===== config.mk =====
export PLATFORM = sky130hd
export DESIGN_NAME = qrv_cfg_flat
export DESIGN_NICKNAME = d
export VERILOG_FILES = /design/src/hdl/qrv_pkg.sv /design/src/hdl/qrv_if.sv /design/src/hdl/qrv_cfg.sv /design/src/flat_wrapper.sv
export SDC_FILE = /design/constraint.sdc
export NUM_CORES = 1
export LEC_CHECK = 0
export ABC_AREA = 1
export ABC_CLOCK_PERIOD_IN_PS = 1080
export BUFFER_PORTS_ARGS = -buffer_cell sky130_fd_sc_hd__buf_2
export CAP_MARGIN = 10
export CORE_MARGIN = 8
export CORE_UTILIZATION = 51
export CTS_BUF_LIST = sky130_fd_sc_hd__clkbuf_4 sky130_fd_sc_hd__clkbuf_8
export CTS_CLUSTER_SIZE = 16
export DETAILED_ROUTE_END_ITERATION = 16
export PLACE_DENSITY_LB_ADDON = 0.2
export RECOVER_POWER = 50
export SLEW_MARGIN = 0
export SYNTH_ARGS = -nofsm -noshare
export SYNTH_HDL_FRONTEND = slang
export SYNTH_SLANG_ARGS = --single-unit

===== constraint.sdc =====
create_clock -name clk -period 1.08 [get_ports clk]
set_clock_uncertainty 0.2 [all_clocks]
set_input_delay 0.162 -clock clk [delete_from_list [all_inputs] [get_ports clk]]
set_output_delay 0.162 -clock clk [all_outputs]
set_load 0.02 [all_outputs]

===== src/hdl/qrv_pkg.sv =====
// ----------------------------------------------------------------------------
// qrv_pkg
// Widths, payload types, register codes and the rounding and saturation
// helpers shared by the quaternion vector rotation pipeline.
// ----------------------------------------------------------------------------
package qrv_pkg;

	// Field widths
	localparam int VEC_W  = 16;            // vector component width
	localparam int QF     = 15;            // quaternion fraction bits
	localparam int QUAT_W = QF + 1;        // quaternion component width

	// Datapath widths
	localparam int P1_W  = QUAT_W + VEC_W; // q * v product
	localparam int D1_W  = P1_W + 1;       // difference of two products
	localparam int U_W   = VEC_W + 2;      // rounded first cross product
	localparam int P2_W  = QUAT_W + U_W;   // q * u product
	localparam int D2_W  = P2_W + 1;       // difference of two products
	localparam int S_W   = U_W + 1;        // rounded 2*w*u
	localparam int DD_W  = U_W + 4;        // rounded 2*(qv x u)
	localparam int SUM_W = DD_W + 1;       // v + s + d before saturation

	// Configuration register map
	localparam int CFG_IDX_W = 2;
	typedef enum logic [CFG_IDX_W-1:0] {
		REG_QUAT_W,
		REG_QUAT_X,
		REG_QUAT_Y,
		REG_QUAT_Z
	} cfg_idx_t;

	// Reset value of the scalar part: largest positive value, close to 1.0
	localparam logic [QUAT_W-1:0] QUAT_W_RST = QUAT_W'((1 << QF) - 1);

	typedef struct packed {
		logic signed [VEC_W-1:0] x;
		logic signed [VEC_W-1:0] y;
		logic signed [VEC_W-1:0] z;
	} vec3_t;

	typedef struct packed {
		logic signed [QUAT_W-1:0] w;
		logic signed [QUAT_W-1:0] x;
		logic signed [QUAT_W-1:0] y;
		logic signed [QUAT_W-1:0] z;
	} quat_t;

	typedef struct packed {
		logic signed [U_W-1:0] x;
		logic signed [U_W-1:0] y;
		logic signed [U_W-1:0] z;
	} uvec_t;

	// Payload handed from the first cross product to the rotation stages
	typedef struct packed {
		vec3_t v;
		uvec_t u;
	} ustg_t;

	// Six partial products of a cross product
	typedef struct packed {
		logic signed [P1_W-1:0] yz;
		logic signed [P1_W-1:0] zy;
		logic signed [P1_W-1:0] zx;
		logic signed [P1_W-1:0] xz;
		logic signed [P1_W-1:0] xy;
		logic signed [P1_W-1:0] yx;
	} xprod1_t;

	typedef struct packed {
		logic signed [P2_W-1:0] yz;
		logic signed [P2_W-1:0] zy;
		logic signed [P2_W-1:0] zx;
		logic signed [P2_W-1:0] xz;
		logic signed [P2_W-1:0] xy;
		logic signed [P2_W-1:0] yx;
	} xprod2_t;

	typedef struct packed {
		logic signed [P2_W-1:0] x;
		logic signed [P2_W-1:0] y;
		logic signed [P2_W-1:0] z;
	} wprod_t;

	// Round x / 2^QF to nearest, ties away from zero
	function automatic logic signed [U_W-1:0] rnd_u(input logic signed [D1_W-1:0] x);
		logic [D1_W:0] t;
		t = (D1_W+1)'(x) + ((D1_W+1)'(1) << (QF - 1)) - (D1_W+1)'(x[D1_W-1]);
		return t[QF+U_W-1:QF];
	endfunction

	// Round x / 2^(QF-1) to nearest, ties away from zero
	function automatic logic signed [DD_W-1:0] rnd_r(input logic signed [D2_W-1:0] x);
		logic [D2_W:0] t;
		t = (D2_W+1)'(x) + ((D2_W+1)'(1) << (QF - 2)) - (D2_W+1)'(x[D2_W-1]);
		return t[QF-1+DD_W-1:QF-1];
	endfunction

	// Clamp to the signed vector range
	function automatic logic signed [VEC_W-1:0] sat_vec(input logic signed [SUM_W-1:0] x);
		logic ovf;
		ovf = (x[SUM_W-1:VEC_W-1] != '0) && (x[SUM_W-1:VEC_W-1] != '1);
		if (!ovf) begin
			return x[VEC_W-1:0];
		end else if (x[SUM_W-1]) begin
			return {1'b1, {(VEC_W-1){1'b0}}};
		end else begin
			return {1'b0, {(VEC_W-1){1'b1}}};
		end
	endfunction

endpackage


===== src/hdl/qrv_if.sv =====


interface qrv_cfg_if import qrv_pkg::*; ();
	logic                 valid;
	logic                 ready;
	logic [CFG_IDX_W-1:0] index;
	logic [QUAT_W-1:0]    data;

	modport source (output valid, index, data, input ready);
	modport sink   (input valid, index, data, output ready);
endinterface


===== src/hdl/qrv_cfg.sv =====
// ----------------------------------------------------------------------------
// qrv_cfg
// Quaternion register file. Takes one write transaction per cycle and
// resets to the identity rotation.
// ----------------------------------------------------------------------------
module qrv_cfg import qrv_pkg::*; (
	input  logic      clk,
	input  logic      arst_n,
	qrv_cfg_if.sink   cfg,
	output quat_t     quat
);

	quat_t quat_q;

	assign cfg.ready = 1'b1;
	assign quat      = quat_q;

	// Register writes
	always_ff @(posedge clk or negedge arst_n) begin
		if (!arst_n) begin
			quat_q.w <= QUAT_W_RST;
			quat_q.x <= '0;
			quat_q.y <= '0;
			quat_q.z <= '0;
		end else if (cfg.valid) begin
			case (cfg_idx_t'(cfg.index))
				REG_QUAT_W: quat_q.w <= cfg.data;
				REG_QUAT_X: quat_q.x <= cfg.data;
				REG_QUAT_Y: quat_q.y <= cfg.data;
				REG_QUAT_Z: quat_q.z <= cfg.data;
				default: ;
			endcase
		end
	end

endmodule


===== src/flat_wrapper.sv =====
// flat-port wrapper written by rule: the top's interface ports become plain ports
module qrv_cfg_flat import qrv_pkg::*;
  (clk, arst_n, quat, cfg_valid, cfg_index, cfg_data, cfg_ready);
  qrv_cfg_if cfg_i ();
  input  logic clk;
  input  logic arst_n;
  output quat_t quat;
  input wire logic [$bits(cfg_i.valid)-1:0] cfg_valid;
  input wire logic [$bits(cfg_i.index)-1:0] cfg_index;
  input wire logic [$bits(cfg_i.data)-1:0] cfg_data;
  output wire logic [$bits(cfg_i.ready)-1:0] cfg_ready;
  assign cfg_i.valid = cfg_valid;
  assign cfg_i.index = cfg_index;
  assign cfg_i.data = cfg_data;
  assign cfg_ready = cfg_i.ready;
  qrv_cfg u_core (.clk(clk), .arst_n(arst_n), .cfg(cfg_i), .quat(quat));
endmodule

Yosys cells after proc, flatten, opt, wreduce, memory -nomap -nowiden --
Index checks and enable logic that the tools add are counted. Widths: inputs -> output; s select.
Cells by class: equal/unequal tests 3, reduce and logical (&&, ||, !) cells 5
Operator list (number):
- $reduce_and 2->1 | 4
- $eq 2x2->1 const B | 2
- $eq 2x1->1 const B | 1
- $logic_not 2->1 | 1
Word-level totals: register bits after elaboration 64, input port bits 21, output and inout port bits 65

Longest topological paths before layout --
word-level depth 2, gate-level depth with buffers 6

Worst setup path after synthesis --
OpenSTA, ideal clock, no wires.
path kind input-to-reg, start input port cfg_index[1], end register u_core.quat_q, in the netlist u_core.quat[53], setup time 0.076 ns, data arrival time 0.948 ns, data required time 0.804 ns, slack -0.144 ns, cell stages on the path 6, cell sequence buf_2 nor2_2 nand2_2 buf_2 nand2_1 nand2_1
On the way: word-level cells in the longest chain between the ends 2
RTL lines:
- start, declared | RTL line flat_wrapper.sv:9 | input wire logic [$bits(cfg_i.index)-1:0] cfg_index;
- $logic_not 2->1 | RTL line qrv_cfg.sv:26 | case (cfg_idx_t'(cfg.index))
- $reduce_and 2->1 (no source line)
- end, declared | RTL line qrv_cfg.sv:13 | quat_t quat_q;
Every way passes these cells. A chain may end at the register's enable or synchronous reset.

Worst setup path after layout --
start register u_core.quat_q, in the netlist u_core.quat[51], end output port quat[51] (netlist name)
RTL lines:
- end, declared | RTL line flat_wrapper.sv:7 | output quat_t quat;
No word-level cell between the ends.

==> flow_summary.toml <==
[worst_setup_path]
critical_path.slowest_cell = "dfstp_2"
crit_type = "reg2out"
startpoint = "u_core.quat[51]"
end_kind = "primary output"
critPathMaxStageDelay_ns = 0.55
cp_data_arrival_time_ns = 1.01
path_cells = "buf_6"
worst-path-buf-inv = 1
crit_family = "flip-flops"
cp_max_fo = 2
cp.required_ns = 0.72
worstReg2RegStart = "u_core.quat[46]"
cp-start-kind = "flip-flop"

[synth]
synth_warnings = 0
synth_cell_type_count = 14
synthCells = 287
ys_ff_latch = 64
ys_seq_area_share_pct = 61.3
syn_area_um2 = 2640
postSynthNetCount = 308
avgSynthCellArea_um2 = 9.20

[clock_tree]
clockRootBuffer = "clkbuf_8"
insertion_delay_ns = 0.34
path_clk_slew_ns = 0.07
cts_tree = "built"
cts_max_level = 3
cts.sinks = 64
cts-buffers-inserted = 9
cts_max_path_buffers = 2

[place]
gp_congestion = 0.823
portBuffers = 84
dp_cells = 439
post-dp-hpwl_mm = 5.22

[power]
power.total_uw = 7630
p_leak_uw = 0.00228
power.density_nw_per_um2 = 1770
ir_drop_v = 0.00127

[final_layout]
layoutNonFillerInstCount = 512
mostFrequentLayoutCells = "nand2_1 (126), buf_6 (64), buf_4 (56), dfrtp_1 (49), nand4_1 (48)"
final_common_cell = "nand2_1"
multi_input_area_um2 = 925
areaGrowthSynthToFinish_pct = 63.4
nets = 457
seqCellArea_um2 = 1620
nFillCells = 262
drive_gt1_share_pct = 41.5
final_util_pct = 85.6
largest_reg_flops = 64

[timing]
period_minus_slack_ns = 1.38
finalHoldViolCount = 0
period_share_pct = 127
rsz0062_at_grt = "yes"
finalSetupTns_ns = -11.96
setup_violations = 69
finalWorstSetupSlack_ns = -0.297
slew_viol_final = 0
max_freq_mhz = 726

[floorplanning]
start_util_pct = 52.4
die_w_um = 88.0
die_h_um = 88.0
num_io_pins = 86
rows = 26
coreArea_um2 = 5040
die_area_um2 = 7740

[detailed_routing]
firstDrtPassIters = 5
wl_per_cell_um = 17.9
vias = 2815
ant_nets = 0
finalWirelength_mm = 9.17
drt_iter0_drc = 193
route.detailed.drc = 0
vias_per_cell = 5.50

[status]
violations = "negative setup slack"
outcome = "finished, violations left"

[job]
drv_cap = 0

[grt]
track_usage_pct = 22.6
grt-ovfl-total = 0
grt_max_degree = 38
antenna_found_initial = 0
grt_pass1_wl_mm = 13.3
grt_pass1_vias = 2657

[min_path]
hold_class = "in2reg"
hp-start = "cfg_valid"
## cells by family after synthesis
kind of cell	share of synthesized area, %
other	0.142
and+or+nand+nor	34.0
DFF	61.3
buffers and inverters	4.50
## per-stage QoR
stage	worst slack, ns	cell area, µm²	hold WS (ns)
after global routing	-0.318	4310	0.134
after floorplan	0.00335	2690	-0.334
final	-0.297	4320	0.108
after CTS	-0.295	4220	0.0959
after detailed placement	-0.103	3280	-0.0383
after global placement	-0.0694	3280	-0.0377
## worst paths after layout
| path | cells past startpoint | end | slack, ns |
|---|---|---|---|
| worst max register to register | 4 | u_core.quat[46] | -0.03 |
| worst max-delay path | 1 | quat[51] | -0.30 |
| min in group asynchronous | 3 | u_core.quat[35] | 0.21 |
| worst min-delay path | 4 | u_core.quat[57] | 0.11 |
| worst min register to register | 2 | u_core.quat[61] | 0.27 |
| max in group asynchronous | 3 | u_core.quat[61] | 0.09 |
## where the power goes
| group | leakage, µW | total (µW) | switching (µW) | internal, µW |
|---|---|---|---|---|
| clock network | 0.000102 | 1960 | 868 | 1090 |
| registers | 0.000769 | 3160 | 307 | 2850 |
| logic | 0.00140 | 2520 | 1240 | 1270 |
| total | 0.00228 | 7630 | 2420 | 5220 |
## final cells by class
class | instances | share of cell area (%)
Sequential cell | 64 | 37.5
Tap cell | 70 | 2.03
Antenna cell | 1 | 0.0580
Multi-Input combinational cell | 198 | 21.4
Inverter | 2 | 0.319
Timing Repair Buffer | 161 | 34.2
Clock buffer | 16 | 4.38
## worst min-delay path, cell delays in order
cell and delay, ns:
buf_2 0.16, buf_4 0.19, nand3_1 0.08, nand2_1 0.05
## metal layers
| layer | part of all wire (%) | global-route usage, % | vias to the layer above | wire [µm] |
|---|---|---|---|---|
| met4 | 2.9 | 12.2 | 0 | 266 |
| met1 | 38 | 26.0 | 1348 | 3450 |
| met3 | 9.0 | 7.22 | 31 | 828 |
| li1 | - | - | 1262 | - |
| met2 | 50 | 36.7 | 174 | 4630 |
| met5 | 0 | 0 | - | 0 |
## timing repair
item,in CTS,in global routing
pin swaps,0,2
hold buffers,17,0
setup endpoints to repair,64,64
resized for setup,128,2
endpoints found under the hold margin,128,0
buffers inserted,24,15
## cell usage after synthesis
cell type | count | area [µm²]
nand2_1 | 128 | 480
conb_1 | 1 | 3.75
buf_4 | 3 | 22.5
buf_2 | 11 | 55.1
clkinv_1 | 2 | 7.51
nand4_1 | 48 | 300
dfstp_2 | 15 | 394
nand3_1 | 17 | 85.1
buf_1 | 3 | 11.3
nand2_2 | 1 | 6.26
clkbuf_1 | 6 | 22.5
nor2_2 | 1 | 6.26
nand3_2 | 2 | 20.0
dfrtp_1 | 49 | 1230
Note: power is estimated with default switching activity, not from simulation.
