$ cat config.mk
export PLATFORM = sky130hd
export DESIGN_NAME = qrv_cross
export DESIGN_NICKNAME = d
export VERILOG_FILES = /design/src/hdl/qrv_pkg.sv /design/src/hdl/qrv_cross.sv
export SDC_FILE = /design/constraint.sdc
export NUM_CORES = 2
export LEC_CHECK = 0
export BUFFER_PORTS_ARGS = -buffer_cell sky130_fd_sc_hd__buf_4
export CAP_MARGIN = 10
export CORE_MARGIN = 1
export CORE_UTILIZATION = 65
export DETAILED_ROUTE_END_ITERATION = 8
export PLACE_DENSITY = 0.92
export SYNTH_ARGS = -nofsm -noshare
export SYNTH_HDL_FRONTEND = slang
export SYNTH_SLANG_ARGS = --single-unit
$ cat constraint.sdc
create_clock -name clk -period 9.71 [get_ports clk]
set_input_delay 0.971 -clock clk [delete_from_list [all_inputs] [get_ports clk]]
set_output_delay 0.971 -clock clk [all_outputs]
set_load 0.02 [all_outputs]
$ cat src/hdl/qrv_pkg.sv
// ----------------------------------------------------------------------------
// qrv_pkg
// Widths, payload types, register codes and the rounding and saturation
// helpers shared by the quaternion vector rotation pipeline.
// ----------------------------------------------------------------------------
package qrv_pkg;

	// Field widths
	localparam int VEC_W  = 16;            // vector component width
	localparam int QF     = 15;            // quaternion fraction bits
	localparam int QUAT_W = QF + 1;        // quaternion component width

	// Datapath widths
	localparam int P1_W  = QUAT_W + VEC_W; // q * v product
	localparam int D1_W  = P1_W + 1;       // difference of two products
	localparam int U_W   = VEC_W + 2;      // rounded first cross product
	localparam int P2_W  = QUAT_W + U_W;   // q * u product
	localparam int D2_W  = P2_W + 1;       // difference of two products
	localparam int S_W   = U_W + 1;        // rounded 2*w*u
	localparam int DD_W  = U_W + 4;        // rounded 2*(qv x u)
	localparam int SUM_W = DD_W + 1;       // v + s + d before saturation

	// Configuration register map
	localparam int CFG_IDX_W = 2;
	typedef enum logic [CFG_IDX_W-1:0] {
		REG_QUAT_W,
		REG_QUAT_X,
		REG_QUAT_Y,
		REG_QUAT_Z
	} cfg_idx_t;

	// Reset value of the scalar part: largest positive value, close to 1.0
	localparam logic [QUAT_W-1:0] QUAT_W_RST = QUAT_W'((1 << QF) - 1);

	typedef struct packed {
		logic signed [VEC_W-1:0] x;
		logic signed [VEC_W-1:0] y;
		logic signed [VEC_W-1:0] z;
	} vec3_t;

	typedef struct packed {
		logic signed [QUAT_W-1:0] w;
		logic signed [QUAT_W-1:0] x;
		logic signed [QUAT_W-1:0] y;
		logic signed [QUAT_W-1:0] z;
	} quat_t;

	typedef struct packed {
		logic signed [U_W-1:0] x;
		logic signed [U_W-1:0] y;
		logic signed [U_W-1:0] z;
	} uvec_t;

	// Payload handed from the first cross product to the rotation stages
	typedef struct packed {
		vec3_t v;
		uvec_t u;
	} ustg_t;

	// Six partial products of a cross product
	typedef struct packed {
		logic signed [P1_W-1:0] yz;
		logic signed [P1_W-1:0] zy;
		logic signed [P1_W-1:0] zx;
		logic signed [P1_W-1:0] xz;
		logic signed [P1_W-1:0] xy;
		logic signed [P1_W-1:0] yx;
	} xprod1_t;

	typedef struct packed {
		logic signed [P2_W-1:0] yz;
		logic signed [P2_W-1:0] zy;
		logic signed [P2_W-1:0] zx;
		logic signed [P2_W-1:0] xz;
		logic signed [P2_W-1:0] xy;
		logic signed [P2_W-1:0] yx;
	} xprod2_t;

	typedef struct packed {
		logic signed [P2_W-1:0] x;
		logic signed [P2_W-1:0] y;
		logic signed [P2_W-1:0] z;
	} wprod_t;

	// Round x / 2^QF to nearest, ties away from zero
	function automatic logic signed [U_W-1:0] rnd_u(input logic signed [D1_W-1:0] x);
		logic [D1_W:0] t;
		t = (D1_W+1)'(x) + ((D1_W+1)'(1) << (QF - 1)) - (D1_W+1)'(x[D1_W-1]);
		return t[QF+U_W-1:QF];
	endfunction

	// Round x / 2^(QF-1) to nearest, ties away from zero
	function automatic logic signed [DD_W-1:0] rnd_r(input logic signed [D2_W-1:0] x);
		logic [D2_W:0] t;
		t = (D2_W+1)'(x) + ((D2_W+1)'(1) << (QF - 2)) - (D2_W+1)'(x[D2_W-1]);
		return t[QF-1+DD_W-1:QF-1];
	endfunction

	// Clamp to the signed vector range
	function automatic logic signed [VEC_W-1:0] sat_vec(input logic signed [SUM_W-1:0] x);
		logic ovf;
		ovf = (x[SUM_W-1:VEC_W-1] != '0) && (x[SUM_W-1:VEC_W-1] != '1);
		if (!ovf) begin
			return x[VEC_W-1:0];
		end else if (x[SUM_W-1]) begin
			return {1'b1, {(VEC_W-1){1'b0}}};
		end else begin
			return {1'b0, {(VEC_W-1){1'b1}}};
		end
	endfunction

endpackage

$ cat src/hdl/qrv_cross.sv
// ----------------------------------------------------------------------------
// qrv_cross
// First two pipeline stages: partial products of qv x v, then the
// differences rounded to the integer vector u.
// ----------------------------------------------------------------------------
module qrv_cross import qrv_pkg::*; (
	input  logic  clk,
	input  logic  arst_n,
	input  quat_t quat,
	input  logic  in_valid,
	output logic  in_ready,
	input  vec3_t in_vec,
	output logic  u_valid,
	input  logic  u_ready,
	output ustg_t u_data
);

	logic    vld_s1, vld_s2;
	logic    en_s1, en_s2;
	xprod1_t prod_s1;
	vec3_t   vec_s1;
	ustg_t   data_s2;

	// A stage loads when empty or when its contents move on
	assign en_s2    = !vld_s2 || u_ready;
	assign en_s1    = !vld_s1 || en_s2;
	assign in_ready = en_s1;
	assign u_valid  = vld_s2;
	assign u_data   = data_s2;

	// Valid bits
	always_ff @(posedge clk or negedge arst_n) begin
		if (!arst_n) begin
			vld_s1 <= 1'b0;
			vld_s2 <= 1'b0;
		end else begin
			if (en_s1) vld_s1 <= in_valid;
			if (en_s2) vld_s2 <= vld_s1;
		end
	end

	// Stage 1: partial products
	always_ff @(posedge clk) begin
		if (en_s1 && in_valid) begin
			prod_s1.yz <= quat.y * in_vec.z;
			prod_s1.zy <= quat.z * in_vec.y;
			prod_s1.zx <= quat.z * in_vec.x;
			prod_s1.xz <= quat.x * in_vec.z;
			prod_s1.xy <= quat.x * in_vec.y;
			prod_s1.yx <= quat.y * in_vec.x;
			vec_s1     <= in_vec;
		end
	end

	// Stage 2: differences, rounded by 2^QF
	always_ff @(posedge clk) begin
		if (en_s2 && vld_s1) begin
			data_s2.u.x <= rnd_u(D1_W'(prod_s1.yz) - D1_W'(prod_s1.zy));
			data_s2.u.y <= rnd_u(D1_W'(prod_s1.zx) - D1_W'(prod_s1.xz));
			data_s2.u.z <= rnd_u(D1_W'(prod_s1.xy) - D1_W'(prod_s1.yx));
			data_s2.v   <= vec_s1;
		end
	end

endmodule

# Word-level counts from Yosys, hierarchy flattened
# Index checks and enable logic that the tools add are counted.
dict set report classes {
  addsub 9
  n_mul 6
  n_reduce_logical 6
}
# op n
set ops {}
lappend ops {{16-bit by 16-bit multiplier with 32-bit output} 6}
lappend ops {{33-bit by 16-bit adder with 33-bit output (second input constant)} 3}
lappend ops {{32-bit by 32-bit subtractor with 33-bit output} 3}
lappend ops {{33-bit by 1-bit subtractor with 33-bit output} 3}
lappend ops {{1-bit logical AND} 2}
lappend ops {{1-bit zero test} 2}
lappend ops {{1-bit logical OR} 2}
dict set report totals {
  reg_bits 344
  in_bits 116
  out_inout_bits 104
  elab_cells 38
}

# Longest topological paths before layout
dict set report logic_depth {
  depth_word 4
  mapped_depth 27
  mapped_depth_nobuf 26
}

# Worst setup path after synthesis
# Ideal clock, no wire load.
dict set report synth_path {
  kind {in2reg}
  from {input port u_ready}
  to {register prod_s1[0] in the netlist's numbering (enable)}
  setup_time_ns 0.630
  t_arrival_ns 6.722
  required_ns 9.080
  path_slack_ns 2.358
  path_stages 2
  cell_sequence {nand3b_1 and2_1}
}
dict set report synth_via {
  elab_chain_len 3
}
# item line
set synth_lines {}
lappend synth_lines {{start, declared} qrv_cross.sv:14} ;# input logic u_ready,
lappend synth_lines {{1-bit logical OR} qrv_cross.sv:25} ;# assign en_s2 = !vld_s2 || u_ready;
lappend synth_lines {{1-bit logical OR} qrv_cross.sv:26} ;# assign en_s1 = !vld_s1 || en_s2;
lappend synth_lines {{1-bit logical AND} qrv_cross.sv:44} ;# if (en_s1 && in_valid) begin
lappend synth_lines {{end, declared} qrv_cross.sv:20} ;# xprod1_t prod_s1;
# No other way between the ends.
# A chain may end at the register's enable or synchronous reset.

# Final worst setup path
dict set report layout_path {
  from {input port in_vec[47] in the netlist's numbering}
  to {register prod_s1[25] in the netlist's numbering, data pin}
}
dict set report layout_via {
  elab_chain_len 1
}
# item line
set layout_lines {}
lappend layout_lines {{start, declared} qrv_cross.sv:12} ;# input vec3_t in_vec,
lappend layout_lines {{16-bit by 16-bit multiplier with 32-bit output} qrv_cross.sv:50} ;# prod_s1.yx <= quat.y * in_vec.x;
# No other way between the ends.

==> flow_summary.ini <==
[global_route]
grtUsageTotal = 0.350
grt_pass1_wl_mm = 331
antenna_found_initial = 21
grt_overflow_total = 0
grt_pass1_vias = 65200
grt_max_degree = 163

[worst_setup_path]
cp.required_ns = 10.09
reg2reg_depth = 24
cpMostUsedCell = fa_1
worstSetupEndpointType = register
crit_slowest_cell = inv_1
start_kind = primary input
arrival_ns = 7.94
max_stage_delay_ns = 0.93
crit_chain = buf_4 > inv_1 > nor2_1 > fa_1 > fa_1 > fa_1 > fa_1 > fa_1 > inv_1 > fa_1 > inv_1 > ha_1 > nand3_1 > o21ai_0 > a21oi_1 > o21ai_0 > a31oi_1 > o21ai_0 > a21o_1 > a21oi_1 > xnor2_1
worst-path-max-fanout = 21
reg2reg_slack_ns = 4.08
critPathKind = primary input to register

[die]
die_w_um = 348
start_util = 0.657
core_mm2 = 0.118
dieArea_mm2 = 0.121
rows = 126
ios = 220
die_h_um = 348

[sta]
setup_viol = 0
max_slew_margin = 0.182
drv_slew = 0
hold_viol = 0
layout_setup_ws_ns = 2.15
worst_pin_slew_ns = 1.23
min_period_ns = 7.56
skew_ns = 0.0642
tns_ns = 0
max_freq_ghz = 0.132
rsz0062_at_grt = false
post-route-period-util = 0.779

[placement]
pre_cts_ws_ns = 1.69
dpl.hpwl_mm = 156
postPlaceCellArea_mm2 = 0.0802
place_congestion = 0.943
portBuffers = 203

[detailed_routing]
dr_total_vias = 58000
drcViolationCount = 0
vias_per_cell = 5.98
firstDrtPassIters = 8
wl_per_cell_um = 21.1
wl_mm = 205
drtAntennaViolNets = 0
drtIter0Drc = 5510

[clocking]
hold_buffers = 0
path_clk_slew_ns = 0.06
cts_num_sinks = 344
cts_setup_buffers = 0
cts_tree = yes
cts_resized = 0
cts.htree.levels = 2
cts_inserted_buffers = 44
clock_latency_ns = 0.67
clock-root-buffer = clkbuf_16
cts_buffer_depth = 3

[synth]
synthCells = 8108
syn_area_per_cell_um2 = 9.59
synth_top_area_frac = 0.405
ys_async_sr_fraction = 0.00581
ys_warn_count = 0
synth-edff-count = 342
syn_area_mm2 = 0.0778
synthMostInstantiatedCell = inv_1
yosysTopAreaCell = fa_1
synth_cell_types = 82
synth-seq-cells = 344
syn_nets = 10500
synth_common_cells = 1927 x inv_1, 1575 x fa_1, 807 x nand2_1, 765 x and2_1, 678 x ha_1
synthFlopType = edfxtp_1
synth_area_leaders = fa_1 41%, edfxtp_1 13%, ha_1 11%, inv_1 9.3%, and2_1 6.2%
ys_seq_area_frac = 0.133

[flow_run]
drv_cap = 0

[min_path]
hold_class = primary input to asynchronous set/reset pin

[finish]
finish.net_count = 10400
area_delta_synth_final_pct = 5.17
multiInputGateArea_mm2 = 0.0591
drive_gt1_frac = 0.0394
filler_cell_count = 7717
final-seq-area_mm2 = 0.0103
final_cell_area_mm2 = 0.0818
post-route-util = 0.691

[status]
status = complete, no violations
[stage by stage]
step / cells / hold slack [ns]
floorplan: 8108 / 0.400
global placement: 9615 / 0.400
detailed placement: 9615 / 0.405
CTS: 9693 / 0.100
global route: 9702 / 0.115
finish: 9705 / 0.132
[cell families after synthesis]
group | count (synthesis) | synth area share
xor+xnor | 348 | 0.0392
fa+ha+maj | 2253 | 0.515
mux | 1 | 0.000145
simple gates | 2091 | 0.135
compound gates | 839 | 0.0705
flops | 344 | 0.133
buf+inv | 2232 | 0.108
[cells in the final DEF (no fill, tap or decap), drive strengths merged, types with 200 or more instances in the layout]
cell,synthesis,final
inv,1927,1934
fa,1575,1575
nand2,807,807
and2,765,765
ha,678,678
edfxtp,342,342
a21oi,251,251
xnor2,245,245
buf,5,211
nor2,200,200
[area by class of cell]
cell class | count | share of cell area
sequential | 344 | 0.126
clock inverter | 26 | 0.00487
antenna | 12 | 0.000367
timing repair buffer | 211 | 0.0195
multi-input combinational | 5532 | 0.722
tap | 1600 | 0.0245
inverter | 1928 | 0.0885
clock buffer | 52 | 0.0138
[path summary, 6_finish.rpt]
path	start	endpoint
hold / removal	arst_n	u_valid$_DFFE_PN0P_
hold reg to reg	vec_s1[23]$_DFFE_PP_	u_data[77]$_DFFE_PP_
setup reg to reg	prod_s1[129]$_DFFE_PP_	u_data[53]$_DFFE_PP_
setup / recovery	in_vec[47]	prod_s1[25]$_DFFE_PP_
max in group asynchronous	arst_n	vld_s1$_DFFE_PN0N_
min in group clk	vec_s1[23]$_DFFE_PP_	u_data[77]$_DFFE_PP_
[flip-flops by register name (all words and copies together), names as in the netlist]
signal   flops
vec_s1      48
vld_s1       1
u_data     102
prod_s1    192
u_valid      1
[routing by layer]
layer / up-vias / part of all wire / track usage
li1: 24500 / - / -
met1: 28800 / 0.34 / 0.403
met5: - / 0.00047 / 0
met4: 14 / 0.079 / 0.240
met2: 3512 / 0.48 / 0.577
met3: 1155 / 0.11 / 0.0873
[critical path: cells and delay by family]
family	cells	cell delay, ns
adder cells (fa/ha/maj)	7	3.23
AND/OR/NAND/NOR	2	0.22
buffers and inverters	4	1.24
AO/OA/AOI/OAI	7	2.11
XOR/XNOR	1	0.14
Power is left out: the tool's default activity adds up to more than one toggle a clock period on the data nets, which glitch-free logic cannot reach.
